File: src/rtl/core/ftsr_pkg.sv
`timescale 1ns / 1ps

package ftsr_pkg;

  typedef logic [7:0] byte_t;

  typedef enum logic [2:0] {
    PH_PREV_SIZE,
    PH_TYPE,
    PH_BODY_SIZE,
    PH_TIMESTAMP,
    PH_STREAM_ID,
    PH_BODY
  } phase_t;

  localparam int unsigned BURST_MAX = 5;
  localparam int unsigned BURST_CNT_W = $clog2(BURST_MAX + 1);

  typedef logic [BURST_CNT_W-1:0] burst_cnt_t;

  localparam logic [1:0] PREV_SIZE_LAST = 2'd3;
  localparam logic [1:0] BODY_SIZE_LAST = 2'd2;
  localparam logic [1:0] TIMESTAMP_LAST = 2'd3;
  localparam logic [1:0] STREAM_ID_LAST = 2'd2;

endpackage

File: src/rtl/core/ftsr_if.sv
`timescale 1ns / 1ps

interface ftsr_in_if;
  logic              valid;
  logic              ready;
  ftsr_pkg::byte_t   data_byte;
  logic              file_end;
  logic              join_end;

  modport source (output valid, output data_byte, output file_end, output join_end,
                  input ready);
  modport sink (input valid, input data_byte, input file_end, input join_end,
                output ready);
endinterface

interface ftsr_out_if;
  logic              valid;
  logic              ready;
  ftsr_pkg::byte_t   out_byte;
  logic              last;
  logic              stream_id_error;

  modport source (output valid, output out_byte, output last, output stream_id_error,
                  input ready);
  modport sink (input valid, input out_byte, input last, input stream_id_error,
                output ready);
endinterface

File: src/rtl/core/flv_tag_timestamp_rebaser.sv
`timescale 1ns / 1ps
// Channel   Dir  Handshake      Word
// in_ch     in   valid/ready    data_byte[7:0], file_end, join_end
// out_ch    out  valid/ready    out_byte[7:0], last, stream_id_error
//
// An input word is parsed in the cycle it is accepted; its 0 to 5 output words
// sit in a burst register and leave one per cycle from the next cycle on.
// A new input word is taken while the final word of the previous burst leaves,
// so the input rate is one word per cycle when each word yields at most one.
// rst_n is synchronous, active low; it clears the parser and the burst count.
// out_ch stalls hold the burst; in_ch ready drops until the burst drains.

module flv_tag_timestamp_rebaser (
  input  logic          clk,
  input  logic          rst_n,
  ftsr_in_if.sink       in_ch,
  ftsr_out_if.source    out_ch
);

  ftsr_pkg::phase_t     phase_r, phase_nxt;
  logic [1:0]           pos_r, pos_nxt;
  logic [31:0]          held_prev_r, held_prev_nxt;
  logic [31:0]          held_ts_r, held_ts_nxt;
  logic [23:0]          body_r, body_nxt;
  logic [31:0]          offset_r, offset_nxt;
  logic [31:0]          last_reb_r, last_reb_nxt;
  logic [31:0]          rec_prev_r, rec_prev_nxt;

  ftsr_pkg::byte_t      burst_r [ftsr_pkg::BURST_MAX];
  ftsr_pkg::byte_t      burst_nxt [ftsr_pkg::BURST_MAX];
  ftsr_pkg::burst_cnt_t burst_cnt_r, burst_cnt_nxt;
  logic                 err_r, err_nxt;

  ftsr_pkg::byte_t      step_bytes [ftsr_pkg::BURST_MAX];
  ftsr_pkg::burst_cnt_t step_cnt;
  logic                 step_err;

  logic                 in_acc;
  logic                 out_acc;
  logic                 ends_file;
  logic [31:0]          ts_reb;
  logic [31:0]          rec_prev_now;
  ftsr_pkg::byte_t      b;

  assign b         = in_ch.data_byte;
  assign in_acc    = in_ch.valid && in_ch.ready;
  assign out_acc   = out_ch.valid && out_ch.ready;
  assign ends_file = in_ch.file_end || in_ch.join_end;
  assign ts_reb    = {b, held_ts_r[23:0]} + offset_r;
  assign rec_prev_now = (phase_r == ftsr_pkg::PH_TYPE) ? held_prev_r : rec_prev_r;

  assign in_ch.ready = (burst_cnt_r == '0) ||
                       ((burst_cnt_r == ftsr_pkg::burst_cnt_t'(1)) && out_ch.ready);

  assign out_ch.valid           = burst_cnt_r != '0;
  assign out_ch.out_byte        = burst_r[0];
  assign out_ch.last            = burst_cnt_r == ftsr_pkg::burst_cnt_t'(1);
  assign out_ch.stream_id_error = err_r;

  // parser next state
  always_comb begin
    phase_nxt     = phase_r;
    pos_nxt       = pos_r;
    held_prev_nxt = held_prev_r;
    held_ts_nxt   = held_ts_r;
    body_nxt      = body_r;
    offset_nxt    = offset_r;
    last_reb_nxt  = last_reb_r;
    rec_prev_nxt  = rec_prev_r;
    if (in_acc) begin
      case (phase_r)
        ftsr_pkg::PH_TYPE: begin
          rec_prev_nxt = held_prev_r;
          body_nxt     = '0;
          phase_nxt    = ftsr_pkg::PH_BODY_SIZE;
          pos_nxt      = '0;
        end
        ftsr_pkg::PH_BODY_SIZE: begin
          body_nxt = {body_r[15:0], b};
          if (pos_r >= ftsr_pkg::BODY_SIZE_LAST) begin
            phase_nxt = ftsr_pkg::PH_TIMESTAMP;
            pos_nxt   = '0;
          end else begin
            pos_nxt = pos_r + 2'd1;
          end
        end
        ftsr_pkg::PH_TIMESTAMP: begin
          held_ts_nxt = {held_ts_r[23:0], b};
          if (pos_r >= ftsr_pkg::TIMESTAMP_LAST) begin
            last_reb_nxt = ts_reb;
            phase_nxt    = ftsr_pkg::PH_STREAM_ID;
            pos_nxt      = '0;
          end else begin
            pos_nxt = pos_r + 2'd1;
          end
        end
        ftsr_pkg::PH_STREAM_ID: begin
          if (pos_r >= ftsr_pkg::STREAM_ID_LAST) begin
            phase_nxt = (body_r != '0) ? ftsr_pkg::PH_BODY : ftsr_pkg::PH_PREV_SIZE;
            pos_nxt   = '0;
          end else begin
            pos_nxt = pos_r + 2'd1;
          end
        end
        ftsr_pkg::PH_BODY: begin
          body_nxt = body_r - 24'd1;
          if (body_r == 24'd1) begin
            phase_nxt = ftsr_pkg::PH_PREV_SIZE;
            pos_nxt   = '0;
          end
        end
        default: begin
          held_prev_nxt = {held_prev_r[23:0], b};
          if (pos_r >= ftsr_pkg::PREV_SIZE_LAST) begin
            phase_nxt = ftsr_pkg::PH_TYPE;
            pos_nxt   = '0;
          end else begin
            phase_nxt = ftsr_pkg::PH_PREV_SIZE;
            pos_nxt   = pos_r + 2'd1;
          end
        end
      endcase
      if (ends_file) begin
        offset_nxt    = last_reb_nxt;
        phase_nxt     = ftsr_pkg::PH_PREV_SIZE;
        pos_nxt       = '0;
        held_prev_nxt = '0;
        held_ts_nxt   = '0;
        body_nxt      = '0;
      end
      if (in_ch.join_end) begin
        offset_nxt   = '0;
        last_reb_nxt = '0;
        rec_prev_nxt = '0;
      end
    end
  end

  // output words of the current input word
  always_comb begin
    for (int i = 0; i < ftsr_pkg::BURST_MAX; i++) begin
      step_bytes[i] = '0;
    end
    step_cnt = '0;
    step_err = 1'b0;
    case (phase_r)
      ftsr_pkg::PH_TYPE: begin
        step_bytes[0] = held_prev_r[31:24];
        step_bytes[1] = held_prev_r[23:16];
        step_bytes[2] = held_prev_r[15:8];
        step_bytes[3] = held_prev_r[7:0];
        step_bytes[4] = b;
        step_cnt      = ftsr_pkg::burst_cnt_t'(5);
      end
      ftsr_pkg::PH_BODY_SIZE, ftsr_pkg::PH_BODY: begin
        step_bytes[0] = b;
        step_cnt      = ftsr_pkg::burst_cnt_t'(1);
      end
      ftsr_pkg::PH_TIMESTAMP: begin
        if (pos_r >= ftsr_pkg::TIMESTAMP_LAST) begin
          step_bytes[0] = ts_reb[23:16];
          step_bytes[1] = ts_reb[15:8];
          step_bytes[2] = ts_reb[7:0];
          step_bytes[3] = ts_reb[31:24];
          step_cnt      = ftsr_pkg::burst_cnt_t'(4);
        end
      end
      ftsr_pkg::PH_STREAM_ID: begin
        step_err = b != '0;
        step_cnt = ftsr_pkg::burst_cnt_t'(1);
      end
      default: begin
        step_cnt = '0;
      end
    endcase
    if (in_ch.join_end) begin
      step_bytes[0] = rec_prev_now[31:24];
      step_bytes[1] = rec_prev_now[23:16];
      step_bytes[2] = rec_prev_now[15:8];
      step_bytes[3] = rec_prev_now[7:0];
      step_cnt      = ftsr_pkg::burst_cnt_t'(4);
    end
  end

  // load or advance the burst
  always_comb begin
    burst_cnt_nxt = burst_cnt_r;
    err_nxt       = err_r;
    for (int i = 0; i < ftsr_pkg::BURST_MAX; i++) begin
      burst_nxt[i] = burst_r[i];
    end
    if (in_acc) begin
      burst_cnt_nxt = step_cnt;
      err_nxt       = step_err;
      for (int i = 0; i < ftsr_pkg::BURST_MAX; i++) begin
        burst_nxt[i] = step_bytes[i];
      end
    end else if (out_acc) begin
      burst_cnt_nxt = burst_cnt_r - ftsr_pkg::burst_cnt_t'(1);
      for (int i = 0; i < ftsr_pkg::BURST_MAX - 1; i++) begin
        burst_nxt[i] = burst_r[i+1];
      end
    end
  end

  always_ff @(posedge clk) begin
    if (!rst_n) begin
      phase_r     <= ftsr_pkg::PH_PREV_SIZE;
      pos_r       <= '0;
      held_prev_r <= '0;
      held_ts_r   <= '0;
      body_r      <= '0;
      offset_r    <= '0;
      last_reb_r  <= '0;
      rec_prev_r  <= '0;
      burst_cnt_r <= '0;
      err_r       <= 1'b0;
    end else begin
      phase_r     <= phase_nxt;
      pos_r       <= pos_nxt;
      held_prev_r <= held_prev_nxt;
      held_ts_r   <= held_ts_nxt;
      body_r      <= body_nxt;
      offset_r    <= offset_nxt;
      last_reb_r  <= last_reb_nxt;
      rec_prev_r  <= rec_prev_nxt;
      burst_cnt_r <= burst_cnt_nxt;
      err_r       <= err_nxt;
    end
  end

  always_ff @(posedge clk) begin
    for (int i = 0; i < ftsr_pkg::BURST_MAX; i++) begin
      burst_r[i] <= burst_nxt[i];
    end
  end

endmodule

File: src/flat_wrapper.sv
// flat-port wrapper written by rule: the top's interface ports become plain ports
module flv_tag_timestamp_rebaser_flat 
  (clk, rst_n, in_ch_valid, in_ch_data_byte, in_ch_file_end, in_ch_join_end, in_ch_ready, out_ch_valid, out_ch_out_byte, out_ch_last, out_ch_stream_id_error, out_ch_ready);
  ftsr_in_if in_ch_i ();
  ftsr_out_if out_ch_i ();
  input  logic clk;
  input  logic rst_n;
  input wire logic [$bits(in_ch_i.valid)-1:0] in_ch_valid;
  input wire logic [$bits(in_ch_i.data_byte)-1:0] in_ch_data_byte;
  input wire logic [$bits(in_ch_i.file_end)-1:0] in_ch_file_end;
  input wire logic [$bits(in_ch_i.join_end)-1:0] in_ch_join_end;
  output wire logic [$bits(in_ch_i.ready)-1:0] in_ch_ready;
  output wire logic [$bits(out_ch_i.valid)-1:0] out_ch_valid;
  output wire logic [$bits(out_ch_i.out_byte)-1:0] out_ch_out_byte;
  output wire logic [$bits(out_ch_i.last)-1:0] out_ch_last;
  output wire logic [$bits(out_ch_i.stream_id_error)-1:0] out_ch_stream_id_error;
  input wire logic [$bits(out_ch_i.ready)-1:0] out_ch_ready;
  assign in_ch_i.valid = in_ch_valid;
  assign in_ch_i.data_byte = in_ch_data_byte;
  assign in_ch_i.file_end = in_ch_file_end;
  assign in_ch_i.join_end = in_ch_join_end;
  assign in_ch_ready = in_ch_i.ready;
  assign out_ch_valid = out_ch_i.valid;
  assign out_ch_out_byte = out_ch_i.out_byte;
  assign out_ch_last = out_ch_i.last;
  assign out_ch_stream_id_error = out_ch_i.stream_id_error;
  assign out_ch_i.ready = out_ch_ready;
  flv_tag_timestamp_rebaser u_core (.clk(clk), .rst_n(rst_n), .in_ch(in_ch_i), .out_ch(out_ch_i));
endmodule
File: config.mk
export PLATFORM = sky130hd
export DESIGN_NAME = flv_tag_timestamp_rebaser_flat
export DESIGN_NICKNAME = d
export VERILOG_FILES = /design/src/rtl/core/ftsr_pkg.sv /design/src/rtl/core/ftsr_if.sv /design/src/rtl/core/flv_tag_timestamp_rebaser.sv /design/src/flat_wrapper.sv
export SDC_FILE = /design/constraint.sdc
export NUM_CORES = 1
export LEC_CHECK = 0
export ABC_AREA = 1
export BUFFER_PORTS_ARGS = -buffer_cell sky130_fd_sc_hd__buf_4
export CORE_MARGIN = 5
export CORE_UTILIZATION = 57
export DETAILED_ROUTE_END_ITERATION = 16
export PLACE_DENSITY = 0.76
export SYNTH_ARGS = -nofsm -noshare
export SYNTH_HDL_FRONTEND = slang
export SYNTH_SLANG_ARGS = --single-unit
File: constraint.sdc
create_clock -name clk -period 3.44 [get_ports clk]
set_clock_uncertainty 0.15 [all_clocks]
set_input_delay 0.86 -clock clk [delete_from_list [all_inputs] [get_ports clk]]
set_output_delay 0.86 -clock clk [all_outputs]
set_load 0.02 [all_outputs]
== Yosys cells after proc, flatten, opt, wreduce, memory -nomap -nowiden ==
Memory sizes are Yosys's and may differ from the RTL's.
Cells that the tools add are included.

* Memories: 1
* Word-level logic and storage cells: 92
* Bits in writable memories: 40
* Flip-flop bits (word level): 185
* Bits in read-only memories: 0
* Input bits: 14
* Bits in latches: 0

{| class="wikitable"
|+ Memories
! name !! depth !! bits a word !! read ports !! clocked after memory_dff !! write ports !! RTL line !! RTL
|-
| u_core.burst_r || 5 || 8 || 5 || 0 || 5 || flv_tag_timestamp_rebaser.sv:29 || <nowiki>ftsr_pkg::byte_t burst_r [ftsr_pkg::BURST_MAX];</nowiki>
|}

* Shifts and indexed selects: 0
* Divide/modulo/power cells: 0
* Equality and inequality tests: 12
* Multiplexer cells: 40
* $add $sub $neg: 4
* $lt $le $gt $ge: 2
* Bitwise gates (word level): 0
* Multipliers: 0
* Reduce and logical (&&, ||, !) cells: 23

{| class="wikitable"
|+ Operators by type and width
! kind !! count
|-
| two-way mux 32 bit || 13
|-
| two-way mux 24 bit || 3
|-
| one-hot mux 24 bit (3 select lines) || 1
|-
| one-hot mux 24 bit (2 select lines) || 1
|-
| adder 32 bit || 1
|-
| two-way mux 3 bit || 10
|-
| == test 24 x 1 -> 1 bit (second input constant) || 1
|-
| one-hot mux 8 bit (3 select lines) || 1
|-
| nonzero test 24 bit || 1
|-
| subtractor 24 x 1 -> 24 bit (second input constant) || 1
|-
| two-way mux 8 bit || 2
|-
| one-hot mux 3 bit (5 select lines) || 1
|-
| inequality test 3 x 1 -> 1 bit (second input constant) || 4
|-
| AND reduction 2 bit || 5
|-
| one-hot mux 3 bit (3 select lines) || 1
|-
| two-way mux 2 bit || 4
|-
| nonzero test 8 bit || 1
|-
| == test 3 x 1 -> 1 bit (second input constant) || 2
|-
| == test 3 x 2 -> 1 bit (second input constant) || 2
|-
| == test 3 bit (second input constant) || 2
|-
| one-hot mux 2 bit (3 select lines) || 1
|-
| nonzero test 2 bit || 3
|-
| AND reduction 5 bit || 1
|-
| OR reduction 5 bit || 1
|-
| 12 further kinds || 18
|}

== Depth between registers and ports, before layout ==
* Depth after elaboration: 5
* Mapped depth: 16
* Mapped depth without buffers: 16

== Worst setup path after synthesis ==
Ideal clock, no wire load.

* Kind: input-to-reg
* Start: input out_ch_ready
* End: register u_core.burst_cnt_r[1]
* Arrival: 3.122 ns
* Library setup time: 0.120 ns
* Path slack: 0.048 ns
* Stages: 4
* Required time: 3.170 ns
* Cell sequence: inv_1 > a21oi_1 > o21ai_0 > o211a_1

* Cells in the longest elaborated chain, start to end: 4

{| class="wikitable"
|+ RTL lines
! item !! RTL line !! RTL
|-
| from (decl) || flat_wrapper.sv:17 || <nowiki>input wire logic [$bits(out_ch_i.ready)-1:0] out_ch_ready;</nowiki>
|-
| logical AND 1 bit || flv_tag_timestamp_rebaser.sv:53 || <nowiki>((burst_cnt_r == ftsr_pkg::burst_cnt_t'(1)) && out_ch.ready);</nowiki>
|-
| logical OR 1 bit || flv_tag_timestamp_rebaser.sv:52 || <nowiki>assign in_ch.ready = (burst_cnt_r == '0) ||</nowiki>
|-
| logical AND 1 bit || flv_tag_timestamp_rebaser.sv:46 || <nowiki>assign in_acc = in_ch.valid && in_ch.ready;</nowiki>
|-
| two-way mux 3 bit / nonzero test 2 bit (equally long branches) || - ||
|-
| to (signal assigned) || flv_tag_timestamp_rebaser.sv:227 || <nowiki>burst_cnt_r <= burst_cnt_nxt;</nowiki>
|-
| to (decl) || flv_tag_timestamp_rebaser.sv:31 || <nowiki>ftsr_pkg::burst_cnt_t burst_cnt_r, burst_cnt_nxt;</nowiki>
|}

Parallel ways exist; a longest one is shown, timed or not.
A chain may end at the register's enable or synchronous reset.

==> reports/metrics.yaml <==
outcome: "finished, final reports clean"
fin_util: 0.626
netlist_area_um2: 12900
yosysUniqueCellTypes: 46
finalSetupTns_ns: 0
crit_arrival_ns: 2.97
overflow: 0
post-cts-setup-buffers: 0
clockPowerShare: 0.270
r2r_start: "u_core.held_ts_r[0]"
cts_resized: 0
hpwl_um: 27200
num-nets-final: 2006
setup_viol: 0
drt-total-wl_um: 38900
wl_met2_um: 17700
dieArea_um2: 25700
drive_gt1_frac: 0.0644
via_count: 12900
crit_path_top_delay_cell: "fa_1"
placed_cells: 2208
mostFrequentLayoutCell: "nand2_1"
hold_path.class: "flip-flop to flip-flop"
initial_utilization: 0.575
cp_data_required_time_ns: 3.64
grt_pass1_wl_um: 62300
clk_pin_slew_ns: 0.06
wl_met1_um: 16600
synth_warnings: 0
hold_viol: 0
insertion_delay_ns: 0.54
p_sw_frac: 0.390
p_int_mw: 6.26
grt_max_degree: 96
drt_iter0_drc: 1407
fillCellCount: 2120
power_frac_comb: 0.357
grtUsageTotal: 0.295
power_switching_mw: 4.00
tightest_slew_ns: 0.852
avgSynthCellArea_um2: 6.51
first_pass_iters: 6
synth-edff-count: 40
rsz0062_at_grt: "false"
slew_viol_final: 0
yosys_most_used_dff: "dfxtp_1"
power_density_nw_per_um2: 731
cts_hold_buf: 0
area_delta_synth_final_pct: 8.86
synth_area_leaders: "dfxtp_1 29%, nand2_1 20%, a21oi_1 11%"
place_congestion: 0.970
end_kind: "flip-flop"
ctsLongestPathBuffers: 3
viasPerCell: 5.74
cp-endpoint: "u_core.burst_r[0][6]"
worstPathCellList: "ha_1, inv_1, fa_1, inv_1, nand2_1, nand3_1, nand2_1, nand2_1, nand2_1, nand3_1, nand3_1, nand2_1, nand2_1, a21oi_1"
yosysSeqAreaShare: 0.380
drc: 0
io_pins: 26
crit_fanout: 4
instances_no_fill: 2256
crit_type: "flip-flop to flip-flop"
row_count: 55
max_cap_viol_count: 0
wl_per_cell_um: 17.2
rr_endpoint: "u_core.burst_r[0][6]"
max_freq_mhz: 362
period_minus_slack_ns: 2.77
fin_crit_sh: 0.804
hold_start: "u_core.rec_prev_r[18]"
synth.largest_area_cell: "dfxtp_1"
synth_nets: 2036
ir_worst_vdd_v: 0.000749
cts_buffers: 26
cts_root_buf: "clkbuf_16"
chipWidth_um: 160
async_flop_share: 0
ant_nets: 0
synthesis.instances: 1981
final_cell_mix: "692 x nand2_1, 272 x a21oi_1, 185 x dfxtp_1"
cts_max_level: 1
cts.sinks: 225
cpPeakStageDelay_ns: 0.41
crit_path_start_kind: "flip-flop"
path_common_cell: "nand2_1"
antenna_found_initial: 0
met3_length_um: 2980
core_area_um2: 22400
synth_seq_cells: 225
top_layer: "met4"
cp-startpoint: "u_core.held_ts_r[0]"
p_total_mw: 10.3
die_y_um: 160
first_global_vias: 11800
antennaDiodeCount: 0
reg2reg_slack_ns: 0.67
r2r_cells: 14
slew_headroom: 0.432
port_buffers: 25
power_frac_seq: 0.373
p_leak_nw: 6.50
tritoncts: "done"
synth_top_area_share: 0.287
[metrics by stage]
step / setup slack [ns] / cell area [µm²] / hold WS, ns
3_3_place_gp: 0.437 / 13200 / 0.302
6_report: 0.675 / 14000 / 0.312
2_1_floorplan: 0.0479 / 12900 / 0.294
4_1_cts: 0.732 / 14000 / 0.314
3_5_place_dp: 0.453 / 13200 / 0.305
5_1_grt: 0.505 / 14000 / 0.329
[power by group through the flow]
stage | combinational, mW | clock (mW) | sequential (mW)
final | 3.66 | 2.77 | 3.82
after global routing | 4.08 | 2.93 | 3.88
after CTS | 3.62 | 2.80 | 3.81
after detailed placement | 3.60 | 0 | 3.85
after global placement | 3.53 | 0 | 3.85
after floorplan | 2.75 | 0 | 3.73
[synthesized netlist by cell type (all sizes together) (3+ instances only)]
library cell and number:
inv 191, buf 57, o21bai 4, o32ai 3, nor3 10, nand2 696
edfxtp 40, dfxtp 185, nand3 103, a21o 3, xor2 5, or2 7
a22oi 3, a21oi 273, nand3b 4, a211oi 3, a31oi 3, o22ai 14
clkbuf 46, nor2 150, nand4 5, o21ai 124, ha 40
[layer usage]
layer | vias up | global-route usage
li1 | 6364 | -
met1 | 5918 | 0.405
met2 | 567 | 0.480
met3 | 93 | 0.0331
met4 | 0 | 0.112
met5 | - | 0
[worst min-delay path by stage]
stage                                        to  cells after the start
after floorplan               u_core.body_r[23]                      2
after global placement    u_core.rec_prev_r[29]                      2
after detailed placement  u_core.rec_prev_r[18]                      2
after CTS                 u_core.rec_prev_r[18]                      2
after global routing      u_core.rec_prev_r[10]                      2
final                     u_core.rec_prev_r[18]                      2
[flip-flops by register name, indices dropped and copies added, names as in the netlist]
name / flops
u_core.burst_r: 40
u_core.held_prev_r: 32
u_core.last_reb_r: 32
u_core.offset_r: 32
u_core.rec_prev_r: 32
u_core.body_r: 24
u_core.held_ts_r: 24
u_core.burst_cnt_r: 3
u_core.phase_r: 3
u_core.pos_r: 2
u_core.out_ch.stream_id_error: 1
[critical path: cells and delay by family, from the launching register on]
family          cells  cell delay [ns]
simple gates        9             1.09
fa+ha+maj           2             0.63
flops               1             0.35
compound gates      1             0.19
buf+inv             2             0.18
[final cells by class]
cell class	instances	area, µm²	share of cell area
Clock buffer	37	742	0.0529
Clock inverter	11	125	0.00892
Inverter	192	722	0.0514
Multi-Input combinational cell	1461	6810	0.485
Sequential cell	225	4900	0.349
Tap cell	285	357	0.0254
Timing Repair Buffer	45	375	0.0267
[cell families (layout without fill, tap and decap cells)]
kind of cell    count (synthesis)  count (layout)  share of synthesized area
compound gates                435             435                      0.177
buf+inv                       295             285                     0.0933
xor+xnor                        7               7                    0.00476
fa+ha+maj                      41              41                     0.0404
simple gates                  978             978                      0.304
flops                         225             225                      0.380
Power figures use the tool's default switching activity.
